<file path="src/rtl/core/joint_histogram_bin_accumulate_assert.svh">
// Assertion macros for the joint histogram block.
// Each use names a label and a property expression; clk and rst come from
// the module that uses the macro.
`ifndef JOINT_HISTOGRAM_BIN_ACCUMULATE_ASSERT_SVH
`define JOINT_HISTOGRAM_BIN_ACCUMULATE_ASSERT_SVH
`ifndef NO_ASSERTIONS
`define JHBA_ASSERT(lbl, prop) lbl: assert property (@(posedge clk) disable iff (rst) prop) \
  else $error("jhba assertion failed");
`define JHBA_ASSERT_RST(lbl, prop) lbl: assert property (@(posedge clk) prop) \
  else $error("jhba assertion failed during or after reset");
`else
`define JHBA_ASSERT(lbl, prop)
`define JHBA_ASSERT_RST(lbl, prop)
`endif
`endif

</file>
<file path="src/rtl/core/jhba_pkg.sv">
// ----------------------------------------------------------------------------
// jhba_pkg
// Shared constants, codes and controller/datapath types of the joint
// histogram block.
// ----------------------------------------------------------------------------
package jhba_pkg;

  localparam int MAX_BINS    = 64;
  localparam int NUM_AXES    = 2;
  localparam int EDGE_ROW    = MAX_BINS + 1;
  localparam int EDGE_DEPTH  = NUM_AXES * EDGE_ROW;
  localparam int STORE_DEPTH = (MAX_BINS + 2) * (MAX_BINS + 2);
  localparam int EDGE_AW     = $clog2(EDGE_DEPTH);
  localparam int CNT_AW      = 13;
  localparam int BIN_W       = 7;
  localparam int CNT_W       = 48;
  localparam int VAL_W       = 32;
  localparam int CFG_IW      = 3;
  localparam int CFG_DW      = 7;

  // register indexes
  localparam logic [CFG_IW-1:0] CFG_BINS_A  = 3'd0;
  localparam logic [CFG_IW-1:0] CFG_BINS_B  = 3'd1;
  localparam logic [CFG_IW-1:0] CFG_INCMAX_A = 3'd2;
  localparam logic [CFG_IW-1:0] CFG_INCMAX_B = 3'd3;
  localparam logic [CFG_IW-1:0] CFG_WEIGHTED = 3'd4;
  localparam logic [CFG_IW-1:0] CFG_AXES    = 3'd5;

  // item modes
  localparam logic [1:0] MODE_LOAD   = 2'd0;
  localparam logic [1:0] MODE_SAMPLE = 2'd1;
  localparam logic [1:0] MODE_READ   = 2'd2;
  localparam logic [1:0] MODE_UNUSED = 2'd3;

  localparam logic signed [CNT_W-1:0] ONE_Q16 = 48'sd65536;
  localparam logic signed [CNT_W-1:0] CNT_MAX = {1'b0, {(CNT_W-1){1'b1}}};
  localparam logic signed [CNT_W-1:0] CNT_MIN = {1'b1, {(CNT_W-1){1'b0}}};

  // controller to datapath commands
  typedef struct packed {
    logic latch;
    logic axis_first;
    logic axis_next;
    logic rd_first;
    logic rd_last;
    logic cap_first;
    logic chk;
    logic rd_mid;
    logic step;
    logic fin_search;
    logic mk_flat;
    logic cnt_rd;
    logic cnt_out;
    logic rd_rd;
    logic rd_out;
    logic ld_out;
    logic clr_step;
  } cmd_t;

  // datapath to controller status
  typedef struct packed {
    logic [1:0] mode;
    logic       nax2;
    logic       axis;
    logic       early;
    logic       narrow;
    logic       out_free;
    logic       clr_last;
  } status_t;

endpackage

</file>
<file path="src/rtl/core/jhba_ctrl.sv">
// ----------------------------------------------------------------------------
// jhba_ctrl
// Sequencer: clearing pass, edge search steps per axis, count update,
// read and load handling.
// ----------------------------------------------------------------------------
module jhba_ctrl (
  input  logic              clk,
  input  logic              rst,
  input  logic              in_valid,
  output logic              in_ready,
  input  jhba_pkg::status_t st,
  output jhba_pkg::cmd_t    cmd
);

  localparam logic [3:0] S_IDLE = 4'd0;
  localparam logic [3:0] S_CLR  = 4'd1;
  localparam logic [3:0] S_DEC  = 4'd2;
  localparam logic [3:0] S_RD0  = 4'd3;
  localparam logic [3:0] S_RDN  = 4'd4;
  localparam logic [3:0] S_CHK  = 4'd5;
  localparam logic [3:0] S_MID  = 4'd6;
  localparam logic [3:0] S_CMP  = 4'd7;
  localparam logic [3:0] S_FLAT = 4'd8;
  localparam logic [3:0] S_CRD  = 4'd9;
  localparam logic [3:0] S_CWR  = 4'd10;
  localparam logic [3:0] S_RRD  = 4'd11;
  localparam logic [3:0] S_ROUT = 4'd12;
  localparam logic [3:0] S_LOUT = 4'd13;

  logic [3:0] state;
  logic [3:0] state_next;
  logic [3:0] axis_done_next;

  assign in_ready = (state == S_IDLE);

  // after an axis is binned: second axis or flat index
  always_comb begin
    if (!st.axis && st.nax2) begin
      axis_done_next = S_RD0;
    end else begin
      axis_done_next = S_FLAT;
    end
  end

  // next state and commands
  always_comb begin
    state_next = state;
    cmd = '0;
    case (state)
      S_CLR: begin
        cmd.clr_step = 1'b1;
        if (st.clr_last) begin
          state_next = S_IDLE;
        end
      end
      S_IDLE: begin
        if (in_valid) begin
          cmd.latch = 1'b1;
          state_next = S_DEC;
        end
      end
      S_DEC: begin
        if (st.mode == jhba_pkg::MODE_SAMPLE) begin
          cmd.axis_first = 1'b1;
          state_next = S_RD0;
        end else if (st.mode == jhba_pkg::MODE_READ) begin
          state_next = S_RRD;
        end else begin
          state_next = S_LOUT;
        end
      end
      S_RD0: begin
        cmd.rd_first = 1'b1;
        state_next = S_RDN;
      end
      S_RDN: begin
        cmd.rd_last = 1'b1;
        cmd.cap_first = 1'b1;
        state_next = S_CHK;
      end
      S_CHK: begin
        cmd.chk = 1'b1;
        if (st.early) begin
          cmd.axis_next = (axis_done_next == S_RD0);
          state_next = axis_done_next;
        end else begin
          state_next = S_MID;
        end
      end
      S_MID: begin
        if (st.narrow) begin
          cmd.fin_search = 1'b1;
          cmd.axis_next = (axis_done_next == S_RD0);
          state_next = axis_done_next;
        end else begin
          cmd.rd_mid = 1'b1;
          state_next = S_CMP;
        end
      end
      S_CMP: begin
        cmd.step = 1'b1;
        state_next = S_MID;
      end
      S_FLAT: begin
        cmd.mk_flat = 1'b1;
        state_next = S_CRD;
      end
      S_CRD: begin
        cmd.cnt_rd = 1'b1;
        state_next = S_CWR;
      end
      S_CWR: begin
        if (st.out_free) begin
          cmd.cnt_out = 1'b1;
          state_next = S_IDLE;
        end
      end
      S_RRD: begin
        cmd.rd_rd = 1'b1;
        state_next = S_ROUT;
      end
      S_ROUT: begin
        if (st.out_free) begin
          cmd.rd_out = 1'b1;
          state_next = S_IDLE;
        end
      end
      S_LOUT: begin
        if (st.out_free) begin
          cmd.ld_out = 1'b1;
          state_next = S_IDLE;
        end
      end
      default: begin
        state_next = S_IDLE;
      end
    endcase
  end

  // state register, reset starts the clearing pass
  always_ff @(posedge clk) begin
    if (rst) begin
      state <= S_CLR;
    end else begin
      state <= state_next;
    end
  end

endmodule

</file>
<file path="config.mk">
export PLATFORM = sky130hd
export DESIGN_NAME = jhba_ctrl
export DESIGN_NICKNAME = d
export VERILOG_FILES = /design/src/rtl/core/joint_histogram_bin_accumulate_assert.svh /design/src/rtl/core/jhba_pkg.sv /design/src/rtl/core/jhba_ctrl.sv
export SDC_FILE = /design/constraint.sdc
export NUM_CORES = 1
export LEC_CHECK = 0
export ABC_AREA = 0
export BUFFER_PORTS_ARGS = -buffer_cell sky130_fd_sc_hd__clkbuf_2
export CAP_MARGIN = 20
export CELL_PAD_IN_SITES_DETAIL_PLACEMENT = 1
export CELL_PAD_IN_SITES_GLOBAL_PLACEMENT = 2
export CORE_MARGIN = 5
export CORE_UTILIZATION = 22
export CTS_CLUSTER_SIZE = 30
export DETAILED_ROUTE_END_ITERATION = 8
export PLACE_DENSITY_LB_ADDON = 0.1
export SETUP_SLACK_MARGIN = 0.02
export SYNTH_ARGS = -nofsm -noshare
export SYNTH_HDL_FRONTEND = slang
export SYNTH_SLANG_ARGS = --single-unit
</file>
<file path="constraint.sdc">
create_clock -name clk -period 3.59 [get_ports clk]
set_input_delay 0.718 -clock clk [delete_from_list [all_inputs] [get_ports clk]]
set_output_delay 0.718 -clock clk [all_outputs]
set_load 0.02 [all_outputs]
</file>
=== Word-level counts from Yosys, hierarchy flattened ===
Index checks and enable logic that the tools add are counted.

* Word-level logic and storage cells: 57
* Input bits: 11
* Register bits after elaboration: 4
* Output and inout port bits: 18

* Muxes and demuxes: 32
* Equality and inequality tests: 19
* Reduce and logical (&&, ||, !) cells: 5

{| class="wikitable"
|+ Operator list
! kind !! number
|-
| $pmux 4 s12 || 1
|-
| $mux 4 || 7
|-
| $eq 4x4->1 const B || 6
|-
| $mux 1 || 21
|-
| $eq 4x3->1 const B || 4
|-
| $eq 4x2->1 const B || 3
|-
| $eq 4x1->1 const B || 1
|-
| $logic_not 4->1 || 1
|-
| $ne 2x2->1 const B || 2
|-
| $mux 3 || 1
|-
| $reduce_and 3->1 || 1
|-
| $reduce_or 3->1 || 1
|-
| $eq 2x1->1 const B || 1
|-
| $eq 2x2->1 const B || 1
|-
| $mux 2 || 1
|-
| $ne 2x1->1 const B || 1
|-
| $pmux 1 s2 || 1
|-
| $logic_and 1x1->1 || 1
|-
| $logic_not 1->1 || 1
|}

=== Depth between registers and ports, before layout ===
* Word-level depth: 6
* Depth in mapped cells: 6
* Mapped depth without buffers: 6

=== Least setup slack after synthesis ===
OpenSTA, ideal clock, no wires.

* Path kind: input to output
* From: in st[7] (netlist bit)
* To: out cmd[15] (netlist bit)
* Path buffers: 0
* Slack: 1.254 ns
* Arrival: 1.618 ns
* Required time: 2.872 ns
* Cell stages on the path: 3
* Cells stage by stage: inv_1 ha_1 nor4b_1

{| class="wikitable"
|+ RTL lines
! item !! line !! RTL
|-
| start, declared || jhba_ctrl.sv:11 || <nowiki>input jhba_pkg::status_t st,</nowiki>
|-
| end, declared || jhba_ctrl.sv:12 || <nowiki>output jhba_pkg::cmd_t cmd</nowiki>
|}

==> results_dict.tcl <==
set metrics [dict create \
    status "complete, no violations" \
    layout_common_cells "clkbuf_2 (28), nor2_1 (10), nor3_1 (9)" \
    grt_max_degree 17 \
    crit_arrival_ns 1.64 \
    cp_num_buf_inv 1 \
    cts_tree "yes" \
    port_buffers 28 \
    dr.pass1.iters 4 \
    slowest_stage "dfxtp_1" \
    drive_above_1_share_pct 34.3 \
    crit_fanout 16 \
    cts-resized-gates 0 \
    p_per_area_nw_per_um2 247 \
    holdWs_ns 0.747 \
    peakVddDrop_mv 0.0707 \
    diodes 0 \
    cp-start-kind "register" \
    yosys.area_share.simple_pct 43.6 \
    pin_count 29 \
    syn_to_final_growth_pct 30.9 \
    synth_area_leaders "dfxtp_1 (16%), nor3_1 (8.8%), nor2_1 (7.3%), buf_6 (6.6%), nand2b_1 (6.1%)" \
    ys_ff_latch 4 \
    core_um2 2210 \
    synth_fa_ha_area_share_pct 2.43 \
    cp-end-kind "output pin" \
    htreeDepth 1 \
    slew_headroom_pct 64.0 \
    ys_seq_area_share_pct 15.6 \
    reg_top3 "state x4" \
    maxCapViolCount 0 \
    placed_cell_area_um2 651 \
    muxShareOfSynthArea_pct 0 \
    required_ns 2.87 \
    path_delay_family "flip-flops" \
    clk_pin_slew_ns 0.04 \
    synth_cell_type_count 28 \
    synth_compound_area_share_pct 27.3 \
    final_antenna_net_count 0 \
    yosys.area.top_type "dfxtp_1" \
    period_needed_ns 2.36 \
    worstSkewPairLatency_ns 0.24 \
    syn_nets 87 \
    wl_mm 1.82 \
    hold_viol_final 0 \
    hp-class "register to register" \
    cts_setup_buffers 0 \
    initial_utilization_pct 23.2 \
    finalMaxSlewViolations 0 \
    cts_sinks 4 \
    rsz0062_at_grt "no" \
    ys.warnings.count 0 \
    drt-vias-per-instance 4.98 \
    antenna_found_initial 0 \
    largest_reg_flops 4 \
    drt_first_iter_violations 16 \
    dp_hpwl_mm 1.40 \
    die_x_um 58.3 \
    final_nets 116 \
    synth_top_family_by_area "simple AND/OR/NAND/NOR gates" \
    path_cells "nand2b_1 > nor3_1 > clkbuf_2" \
    drc 0 \
    ctsLongestPathBuffers 2 \
    worst_pin_slew_ns 0.539 \
    design_area_um2 673 \
    setup-violations-final 0 \
    synth_area_um2 514 \
    wl_per_cell_um 14.0 \
    synth_xor_area_share_pct 0 \
    grt_pass1_vias 650 \
    grt-ovfl-total 0 \
    fin_skew_ns 0.00749 \
    die_h_um 58.3 \
    fillers 291 \
    cts_buffers 3 \
    tns_ns 0 \
    synth_top_area_share_pct 15.6 \
    track_usage_pct 11.2 \
    period_share_pct 65.8 \
    rows 17 \
    max_freq_mhz 424 \
    place_congestion 0.744 \
    ctsHoldBuffers 0 \
    final_common_cell "clkbuf_2" \
    root_buffer "clkbuf_4" \
    setup.worst_path.class "register to output pin" \
    leakagePower_nw 0.324 \
    avgSynthCellArea_um2 6.86 \
    grt_pass1_wl_mm 3.05 \
    design.die.area_um2 3400 \
    syn-instance-count 75 \
    cpPeakStageDelay_ns 0.65 \
    regMostFlops "state" \
    vias 648 \
]
## where the power goes
part	internal [mW]	total, mW	leakage [nW]	switching, mW
Sequential	0.0469	0.0552	0.0326	0.00827
Clock	0.0375	0.0575	0.0138	0.0200
Combinational	0.0215	0.0534	0.277	0.0319
Total	0.106	0.166	0.324	0.0602
## cell families (layout without fill, tap and decap cells)
logic type / Yosys count / count (layout)
AO/OA/AOI/OAI: 20 / 20
AND/OR/NAND/NOR: 42 / 42
flip-flops: 4 / 4
adder cells (fa/ha/maj): 1 / 1
buffers and inverters: 8 / 35
## synthesized netlist by cell type, drive strengths merged
| cell type | count |
|---|---|
| and2 | 1 |
| nand3b | 2 |
| a21oi | 3 |
| nand2b | 5 |
| inv | 3 |
| nor4b | 1 |
| nor4 | 2 |
| nand3 | 2 |
| a21o | 1 |
| and2b | 1 |
| buf | 5 |
| a211oi | 4 |
| a22o | 1 |
| dfxtp | 4 |
| nor2b | 2 |
| a21boi | 2 |
| nand2 | 6 |
| o211ai | 1 |
| o41ai | 2 |
| nor3b | 1 |
| nor2 | 10 |
| a311oi | 1 |
| o21ai | 5 |
| ha | 1 |
| nor3 | 9 |
## final cells by class
type / count / area, um^2 / area share [%]
tap: 28 / 35.0 / 5.20
clock buffer: 3 / 22.5 / 3.35
inverter: 3 / 11.3 / 1.67
timing repair buffer: 29 / 148 / 21.9
multi-input combinational: 63 / 377 / 55.9
sequential: 4 / 80.1 / 11.9
## per-layer routing
layer	global-route usage, %	part of all wire, %	vias up
met5	0	0	-
met4	3.97	0	0
met2	17.9	46	21
met1	15.8	49	298
met3	0.877	5.2	0
li1	-	-	329
## per-stage QoR
| stage | instances | setup WS [ns] | utilization, % | total power, mW |
|---|---|---|---|---|
| CTS | 130 | 1.21 | 30.4 | 0.168 |
| floorplan | 75 | 1.25 | - | 0.0910 |
| global placement | 127 | 1.44 | 29.4 | 0.110 |
| detailed placement | 127 | 1.41 | 29.4 | 0.110 |
| finish | 130 | 1.23 | 30.4 | 0.166 |
| global route | 130 | 1.02 | 30.4 | 0.180 |
## worst reg2reg max path, stage by stage, from the launching register on
cell and delay, ns:
dfxtp_1 0.64, nand2b_1 0.28, nor3_1 0.08, a311oi_1 0.33
a211oi_1 0.09
## path summary, 6_finish.rpt
kind / from / to / slack [ns] / cells past startpoint
max: state[2] / cmd[11] / 1.23 / 3
min: state[2] / state[2] / 0.75 / 2
max reg2reg: state[0] / state[3] / 2.02 / 4
min reg2reg: state[2] / state[2] / 0.75 / 2
Note: power is estimated with default switching activity, not from simulation.
